[config.mk]
export PLATFORM = sky130hd
export DESIGN_NAME = vector_acceleration_limiter
export DESIGN_NICKNAME = d
export VERILOG_FILES = /design/src/hw/rtl/vacc_pkg.sv /design/src/hw/rtl/vector_acceleration_limiter.sv /design/src/hw/rtl/vacc_dp.sv /design/src/hw/rtl/vacc_ctrl.sv
export SDC_FILE = /design/constraint.sdc
export NUM_CORES = 2
export LEC_CHECK = 0
export BUFFER_PORTS_ARGS = -buffer_cell sky130_fd_sc_hd__buf_2
export CAP_MARGIN = 40
export CELL_PAD_IN_SITES_DETAIL_PLACEMENT = 1
export CELL_PAD_IN_SITES_GLOBAL_PLACEMENT = 1
export CORE_MARGIN = 1
export CORE_UTILIZATION = 30
export DETAILED_ROUTE_END_ITERATION = 8
export PLACE_DENSITY = 0.57
export REMOVE_ABC_BUFFERS = 1
export SLEW_MARGIN = 20
export SYNTH_ARGS = -nofsm -noshare
export SYNTH_HDL_FRONTEND = slang
export SYNTH_HIERARCHICAL = 1
export SYNTH_SLANG_ARGS = --single-unit
[constraint.sdc]
create_clock -name clk -period 11.8 [get_ports clk]
set_input_delay 1.77 -clock clk [delete_from_list [all_inputs] [get_ports clk]]
set_output_delay 1.77 -clock clk [all_outputs]
set_load 0.03 [all_outputs]
[src/hw/rtl/vacc_pkg.sv]
// Shared constants and controller/datapath interface types for the
// vector acceleration limiter. No dependencies.
package vacc_pkg;

    localparam int SPEED_WIDTH_DEF = 16;
    localparam int FIELD_W         = 16;
    localparam int LIM_W           = 16;
    localparam logic [LIM_W-1:0] LIM_RESET = 16'hFFFF;

    typedef struct packed {
        logic load;
        logic sq_x;
        logic sq_y;
        logic sum;
        logic root_step;
        logic cmp;
        logic mul_x;
        logic div_init_x;
        logic div_init_y;
        logic div_step;
        logic finish;
    } vacc_cmd_t;

    typedef struct packed {
        logic over;
    } vacc_sts_t;

endpackage

[src/hw/rtl/vector_acceleration_limiter.sv]
// Top level of the vector acceleration limiter: controller plus datapath.
// Depends on vacc_pkg, vacc_ctrl and vacc_dp.
//
// Input channel: in_valid / in_stall carry one velocity request
// (target_x, target_y). Output channel: out_valid / out_stall carry the
// limited velocity (out_x, out_y), one result per request.
// Config channel: cfg_valid / cfg_ready write max_step; cfg_ready is always
// high. Write it only while the block is idle.
// When the step is within the limit the divisions are skipped. The input
// frees as out_valid rises. The bit-serial square root and the two
// bit-serial divisions produce one result bit per cycle. One request is
// in flight at a time, plus one finished result held in the output
// register. A new request is taken while a finished result waits.
// If the receiver stalls, the next result waits in its final state until
// the output register frees, and the input stays stalled meanwhile.
// Reset clears the last output velocity to zero, sets max_step to 65535
// and drops any pending result.
module vector_acceleration_limiter #(
    parameter int SPEED_WIDTH = vacc_pkg::SPEED_WIDTH_DEF
) (
    input  logic                          clk,
    input  logic                          rst_n,
    input  logic                          in_valid,
    output logic                          in_stall,
    input  logic [vacc_pkg::FIELD_W-1:0]  target_x,
    input  logic [vacc_pkg::FIELD_W-1:0]  target_y,
    output logic                          out_valid,
    input  logic                          out_stall,
    output logic [vacc_pkg::FIELD_W-1:0]  out_x,
    output logic [vacc_pkg::FIELD_W-1:0]  out_y,
    input  logic                          cfg_valid,
    output logic                          cfg_ready,
    input  logic [vacc_pkg::LIM_W-1:0]    cfg_data
);

    vacc_pkg::vacc_cmd_t cmd;
    vacc_pkg::vacc_sts_t sts;

    assign cfg_ready = 1'b1;

    vacc_ctrl #(
        .SPEED_WIDTH (SPEED_WIDTH)
    ) u_ctrl (
        .clk       (clk),
        .rst_n     (rst_n),
        .in_valid  (in_valid),
        .in_stall  (in_stall),
        .out_valid (out_valid),
        .out_stall (out_stall),
        .cmd       (cmd),
        .sts       (sts)
    );

    vacc_dp #(
        .SPEED_WIDTH (SPEED_WIDTH)
    ) u_dp (
        .clk      (clk),
        .rst_n    (rst_n),
        .cmd      (cmd),
        .sts      (sts),
        .cfg_we   (cfg_valid && cfg_ready),
        .cfg_data (cfg_data),
        .target_x (target_x),
        .target_y (target_y),
        .out_x    (out_x),
        .out_y    (out_y)
    );

endmodule

[src/hw/rtl/vacc_dp.sv]
// Datapath of the vector acceleration limiter: step, shared multiplier,
// bit-serial square root and divider, last-output and limit registers.
// Depends on vacc_pkg.
module vacc_dp #(
    parameter int SPEED_WIDTH = vacc_pkg::SPEED_WIDTH_DEF
) (
    input  logic                          clk,
    input  logic                          rst_n,
    input  vacc_pkg::vacc_cmd_t           cmd,
    output vacc_pkg::vacc_sts_t           sts,
    input  logic                          cfg_we,
    input  logic [vacc_pkg::LIM_W-1:0]    cfg_data,
    input  logic [vacc_pkg::FIELD_W-1:0]  target_x,
    input  logic [vacc_pkg::FIELD_W-1:0]  target_y,
    output logic [vacc_pkg::FIELD_W-1:0]  out_x,
    output logic [vacc_pkg::FIELD_W-1:0]  out_y
);

    localparam int W   = SPEED_WIDTH;
    localparam int K   = W + 1;
    localparam int BW  = (K > vacc_pkg::LIM_W) ? K : vacc_pkg::LIM_W;
    localparam int PW  = K + BW;
    localparam int RW  = 2 * W + 2;
    localparam int SRW = W + 3;

    logic signed [W-1:0]        tx_reg, ty_reg, prev_x_reg, prev_y_reg;
    logic [K-1:0]               ax_reg, ay_reg;
    logic                       sx_reg, sy_reg;
    logic [PW-1:0]              prod_reg;
    logic [RW-1:0]              rad_reg;
    logic [SRW-1:0]             rem_reg;
    logic [K-1:0]               root_reg;
    logic                       over_reg;
    logic [W:0]                 drem_reg;
    logic [K-1:0]               dq_reg, qx_reg;
    logic [vacc_pkg::LIM_W-1:0] lim_reg;
    logic [vacc_pkg::FIELD_W-1:0] out_x_reg, out_y_reg;

    logic [31:0]         in_x32, in_y32;
    logic signed [W-1:0] tx_in, ty_in;
    logic [W:0]          dx_in, dy_in;
    logic [BW-1:0]       mul_a, mul_b;
    logic [2*BW-1:0]     mul_full;
    logic [SRW+1:0]      rem_sh, trial;
    logic [W+1:0]        dsh, mag_ext;
    logic                dge;
    logic signed [W+1:0] step_x, step_y, ox_full, oy_full;
    logic signed [W-1:0] ox_w, oy_w;
    logic signed [31:0]  ox32, oy32;

    assign in_x32 = {16'b0, target_x};
    assign in_y32 = {16'b0, target_y};
    assign tx_in  = signed'(in_x32[W-1:0]);
    assign ty_in  = signed'(in_y32[W-1:0]);
    assign dx_in  = {tx_in[W-1], tx_in} - {prev_x_reg[W-1], prev_x_reg};
    assign dy_in  = {ty_in[W-1], ty_in} - {prev_y_reg[W-1], prev_y_reg};

    always_comb
    begin
        mul_a = BW'(ax_reg);
        mul_b = BW'(ax_reg);
        if (cmd.sq_y)
        begin
            mul_a = BW'(ay_reg);
            mul_b = BW'(ay_reg);
        end
        else if (cmd.mul_x)
        begin
            mul_b = BW'(lim_reg);
        end
        else if (cmd.div_init_x)
        begin
            mul_a = BW'(ay_reg);
            mul_b = BW'(lim_reg);
        end
    end
    assign mul_full = mul_a * mul_b;

    assign rem_sh  = {rem_reg, rad_reg[RW-1:RW-2]};
    assign trial   = (SRW+2)'({root_reg, 2'b01});
    assign dsh     = {drem_reg, dq_reg[K-1]};
    assign mag_ext = (W+2)'(root_reg);
    assign dge     = (dsh >= mag_ext);

    assign sts.over = (BW'(root_reg) > BW'(lim_reg));

    assign step_x  = sx_reg ? -signed'({1'b0, qx_reg}) : signed'({1'b0, qx_reg});
    assign step_y  = sy_reg ? -signed'({1'b0, dq_reg}) : signed'({1'b0, dq_reg});
    assign ox_full = (W+2)'(prev_x_reg) + step_x;
    assign oy_full = (W+2)'(prev_y_reg) + step_y;
    assign ox_w    = over_reg ? ox_full[W-1:0] : tx_reg;
    assign oy_w    = over_reg ? oy_full[W-1:0] : ty_reg;
    assign ox32    = 32'(ox_w);
    assign oy32    = 32'(oy_w);

    always_ff @(posedge clk or negedge rst_n)
    begin
        if (!rst_n)
        begin
            lim_reg    <= vacc_pkg::LIM_RESET;
            prev_x_reg <= '0;
            prev_y_reg <= '0;
        end
        else
        begin
            if (cfg_we)
                lim_reg <= cfg_data;
            if (cmd.finish)
            begin
                prev_x_reg <= ox_w;
                prev_y_reg <= oy_w;
            end
        end
    end

    always_ff @(posedge clk)
    begin
        if (cmd.load)
        begin
            tx_reg <= tx_in;
            ty_reg <= ty_in;
            sx_reg <= dx_in[W];
            sy_reg <= dy_in[W];
            ax_reg <= dx_in[W] ? K'(-dx_in) : K'(dx_in);
            ay_reg <= dy_in[W] ? K'(-dy_in) : K'(dy_in);
        end
        if (cmd.sq_x || cmd.sq_y || cmd.mul_x || cmd.div_init_x)
            prod_reg <= mul_full[PW-1:0];
        if (cmd.sq_y)
            rad_reg <= prod_reg[RW-1:0];
        if (cmd.sum)
        begin
            rad_reg  <= rad_reg + prod_reg[RW-1:0];
            rem_reg  <= '0;
            root_reg <= '0;
        end
        if (cmd.root_step)
        begin
            rad_reg <= rad_reg << 2;
            if (rem_sh >= trial)
            begin
                rem_reg  <= SRW'(rem_sh - trial);
                root_reg <= {root_reg[K-2:0], 1'b1};
            end
            else
            begin
                rem_reg  <= SRW'(rem_sh);
                root_reg <= {root_reg[K-2:0], 1'b0};
            end
        end
        if (cmd.cmp)
            over_reg <= sts.over;
        if (cmd.div_init_x || cmd.div_init_y)
        begin
            drem_reg <= (W+1)'(prod_reg >> K);
            dq_reg   <= prod_reg[K-1:0];
        end
        if (cmd.div_init_y)
            qx_reg <= dq_reg;
        if (cmd.div_step)
        begin
            drem_reg <= dge ? (W+1)'(dsh - mag_ext) : (W+1)'(dsh);
            dq_reg   <= {dq_reg[K-2:0], dge};
        end
        if (cmd.finish)
        begin
            out_x_reg <= ox32[vacc_pkg::FIELD_W-1:0];
            out_y_reg <= oy32[vacc_pkg::FIELD_W-1:0];
        end
    end

    assign out_x = out_x_reg;
    assign out_y = out_y_reg;

endmodule

[src/hw/rtl/vacc_ctrl.sv]
// Controller of the vector acceleration limiter: sequences the datapath
// and owns the input and output handshakes. Depends on vacc_pkg.
module vacc_ctrl #(
    parameter int SPEED_WIDTH = vacc_pkg::SPEED_WIDTH_DEF
) (
    input  logic                clk,
    input  logic                rst_n,
    input  logic                in_valid,
    output logic                in_stall,
    output logic                out_valid,
    input  logic                out_stall,
    output vacc_pkg::vacc_cmd_t cmd,
    input  vacc_pkg::vacc_sts_t sts
);

    localparam int K  = SPEED_WIDTH + 1;
    localparam int CW = $clog2(K);
    localparam logic [CW-1:0] CNT_LAST = CW'(K - 1);

    typedef enum logic [3:0] {
        IDLE, SQX, SQY, SUM, ROOT, CMP, MULX, DINX, DIVX, DINY, DIVY, FIN
    } state_t;

    state_t        state_reg;
    logic [CW-1:0] cnt_reg;
    logic          out_valid_reg;
    logic          out_free;

    assign out_free  = !out_valid_reg || !out_stall;
    assign in_stall  = (state_reg != IDLE);
    assign out_valid = out_valid_reg;

    always_comb
    begin
        cmd = '0;
        unique case (state_reg)
            IDLE: cmd.load       = in_valid;
            SQX:  cmd.sq_x       = 1'b1;
            SQY:  cmd.sq_y       = 1'b1;
            SUM:  cmd.sum        = 1'b1;
            ROOT: cmd.root_step  = 1'b1;
            CMP:  cmd.cmp        = 1'b1;
            MULX: cmd.mul_x      = 1'b1;
            DINX: cmd.div_init_x = 1'b1;
            DIVX: cmd.div_step   = 1'b1;
            DINY: cmd.div_init_y = 1'b1;
            DIVY: cmd.div_step   = 1'b1;
            FIN:  cmd.finish     = out_free;
            default: cmd = '0;
        endcase
    end

    always_ff @(posedge clk or negedge rst_n)
    begin
        if (!rst_n)
        begin
            state_reg     <= IDLE;
            cnt_reg       <= '0;
            out_valid_reg <= 1'b0;
        end
        else
        begin
            if (cmd.finish)
                out_valid_reg <= 1'b1;
            else if (!out_stall)
                out_valid_reg <= 1'b0;

            unique case (state_reg)
                IDLE: if (in_valid) state_reg <= SQX;
                SQX:  state_reg <= SQY;
                SQY:  state_reg <= SUM;
                SUM:
                begin
                    state_reg <= ROOT;
                    cnt_reg   <= CNT_LAST;
                end
                ROOT:
                begin
                    cnt_reg <= cnt_reg - 1'b1;
                    if (cnt_reg == '0)
                        state_reg <= CMP;
                end
                CMP:  state_reg <= sts.over ? MULX : FIN;
                MULX: state_reg <= DINX;
                DINX:
                begin
                    state_reg <= DIVX;
                    cnt_reg   <= CNT_LAST;
                end
                DIVX:
                begin
                    cnt_reg <= cnt_reg - 1'b1;
                    if (cnt_reg == '0)
                        state_reg <= DINY;
                end
                DINY:
                begin
                    state_reg <= DIVY;
                    cnt_reg   <= CNT_LAST;
                end
                DIVY:
                begin
                    cnt_reg <= cnt_reg - 1'b1;
                    if (cnt_reg == '0)
                        state_reg <= FIN;
                end
                FIN:  if (out_free) state_reg <= IDLE;
                default: state_reg <= IDLE;
            endcase
        end
    end

endmodule

==> key figures <==
Setup path
  – CP arrival: 9.67 ns
  – Crit path max fanout: 27
  – Kind of critical path: reg -> reg
  – Crit path max-delay cell type: dfrtp_1
  – Critical Path Start Type: register
  – Worst endpoint required time: 12.11 ns
  – Crit path top cell by count: fa_1
  – FF-to-FF path depth: 27
  – CP bufs+invs: 6
  – Largest stage delay, worst path: just under 0.9 ns
  – Worst Setup End Kind: register
  – Delay-heaviest family, CP: adder cells
  – Instance count on the critical path: 27

Place
  – GPL Wtd Cong: roughly 0.86
  – PortBufs: between 80 and 90
  – Hpwl dp: roughly 74 mm

Floorplan
  – Die area: around 100000 µm²
  – Die height: between 300 and 400 µm
  – Die Width: 318 µm
  – Initial Utilization: a little under a third
  – # IOs: slightly below 90
  – Core area: roughly 99000 µm²
  – FP Rows: 115

Final layout
  – Fraction of layout cells with a size suffix above 1: between 9 and 10%
  – # diodes: 0
  – Multi-input logic area: between 15000 and 20000 µm²
  – Filler cells: ~11000
  – Sequential standard cell area: 9110 µm²
  – Final #Nets: between 3000 and 4000
  – Layout-stage area growth over the synthesis result: 11.0%

Status
  – Status: completed

Worst hold path
  – Min-delay worst type: reg -> reg
  – WHS Path Cells: 1

Timing
  – Crit path time final: 9.37 ns
  – Period utilization: 79.4%
  – Hold Fails Final Rpt: 0
  – TNS Setup: 0 ns
  – Slew headroom: 39.1%
  – RSZ-0062 raised after global routing: no
  – Final setup violation count: 0
  – Least-Margin Pin Slew: roughly 0.89 ns
  – Pins Over Slew Limit: 0
  – Max Fclk: approximately 110 MHz
  – Setup Skew: approximately 0.018 ns

Clock network
  – # clock sinks: around 310
  – PostCTS Resize Cnt: 0
  – Hold buffers post-CTS: 0
  – H-Tree Level Count: 2
  – TritonCTS clock tree: done
  – Clock transition at path regs: around 0.060 ns
  – Root Driver: clkbuf_16
  – Clock latency on the worst-skew pair: approximately 0.57 ns
  – Max clock buf depth: 3
  – Num CTS Buffers: 41
  – Setup Buffers After CTS: 0

Yosys
  – Mean area per synthesized cell: 9.54 µm²
  – Syn Inst Count: 3142
  – Dominant synthesized flop cell: edfxtp_1
  – Synth top cells by count: 407 x inv_1, 334 x nand2_1, 292 x nor2_1
  – Top post-synthesis cells by area: edfxtp_1 25%, fa_1 15%, ha_1 11%
  – Post-synthesis sequential area ratio: 30.4%
  – Ys async rst share: between 10% and 20%
  – Yosys reg bits: 313
  – Top-count cell post-synth: inv_1
  – Top cell type's share of synthesized area: about 25%
  – Yosys cell types: 94
  – Synth warn: 6
  – Number of flops mapped to enable cells by yosys: between 200 and 300
  – Yosys top cell by area: edfxtp_1
  – Mapped Area: 30000 µm²

Global route
  – Vias in the first global route: 24100
  – All-layer global routing usage: about 18%
  – Largest net degree at the start of global routing: 67
  – First-pass GRT wire length: 145 mm
  – Initial antenna violation count: 3
  – Gr ovfl total: 0

Drt
  – Via density: between 5 and 6
  – Routed WL: 92.3 mm
  – Antenna-violating nets left: 0
  – Avg WL per Cell: approximately 20 µm
  – DRC: 0
  – Via count: between 20000 and 25000
  – Pre-antenna DRT Iters: 5
  – 1st-iter DRT viols: between 1000 and 1500

Job
  – Max-Cap Viols: 0
-- logic make-up (layout without fill, tap and decap cells) --
logic type / Yosys count / in the layout / synth area share [%]
flops: 313 / 313 / 30.4
fa+ha+maj: 490 / 490 / 26.2
mux: 149 / 149 / 5.27
simple gates: 886 / 886 / 13.3
compound gates: 615 / 615 / 12.9
xor+xnor: 184 / 184 / 5.40
other cells: 1 / 1 / 0.0125
buf+inv: 504 / 614 / 6.52
-- metrics by stage --
stage                     instances  hold slack, ns  area, µm²  utilization, %  worst slack [ns]
final                          4539           0.549      33300            33.7              2.43
after global routing           4539           0.581      33300            33.7              1.71
after CTS                      4538           0.552      33300            33.7              2.47
after detailed placement       4462           0.540      32000            32.4              2.52
after global placement         4458           0.529      31900            32.3              2.73
after floorplan                3047           0.461      29500               -             0.466
-- worst paths after layout --
path	from	end	slack, ns
min in group asynchronous	rst_n	u_dp/prev_y_reg[5]$_DFFE_PN0P_	1.10
max in group asynchronous	rst_n	u_ctrl/state_reg[2]$_DFFE_PN0P_	9.65
worst max-delay path	u_ctrl/state_reg[2]$_DFFE_PN0P_	u_dp/prod_reg[30]$_DFFE_PP_	2.43
worst min register to register	u_dp/prev_x_reg[14]$_DFFE_PN0P_	u_dp/prev_x_reg[14]$_DFFE_PN0P_	0.55
worst min-delay path	u_dp/prev_x_reg[14]$_DFFE_PN0P_	u_dp/prev_x_reg[14]$_DFFE_PN0P_	0.55
worst max register to register	u_ctrl/state_reg[2]$_DFFE_PN0P_	u_dp/prod_reg[30]$_DFFE_PP_	2.43
-- cells in the final DEF, fill, tap and decap left out, types with 34 or more instances in the layout --
cell         n
inv_1      407
nand2_1    334
nor2_1     290
ha_1       260
edfxtp_1   253
fa_1       230
o21ai_0    162
a21oi_1    158
xnor2_1    134
buf_2       87
mux2i_1     77
mux2_2      71
a21o_1      58
xor2_1      49
dfrtp_1     42
clkbuf_16   41
buf_4       40
nor2b_1     40
nor3_1      39
o21a_1      35
nand2b_1    34
-- final cells by class --
class	count	share of cell area (%)
clock inverters	22	0.538
well taps	1287	4.84
inverters	409	4.62
multi-input cells	2325	57.0
flip-flops and latches	313	27.4
clock buffers	54	3.32
repair buffers	129	2.32
-- layer usage --
layer / up-vias / track usage [%] / part of all wire [%]
met3: 78 / 1.78 / 3.8
li1: 10900 / - / -
met4: 0 / 4.30 / 2.1
met2: 381 / 29.2 / 45
met1: 11600 / 26.7 / 49
met5: - / 0 / 0
Power is not shown: default switching activity piles up to over one toggle a cycle in this logic, so the estimate is an artifact.
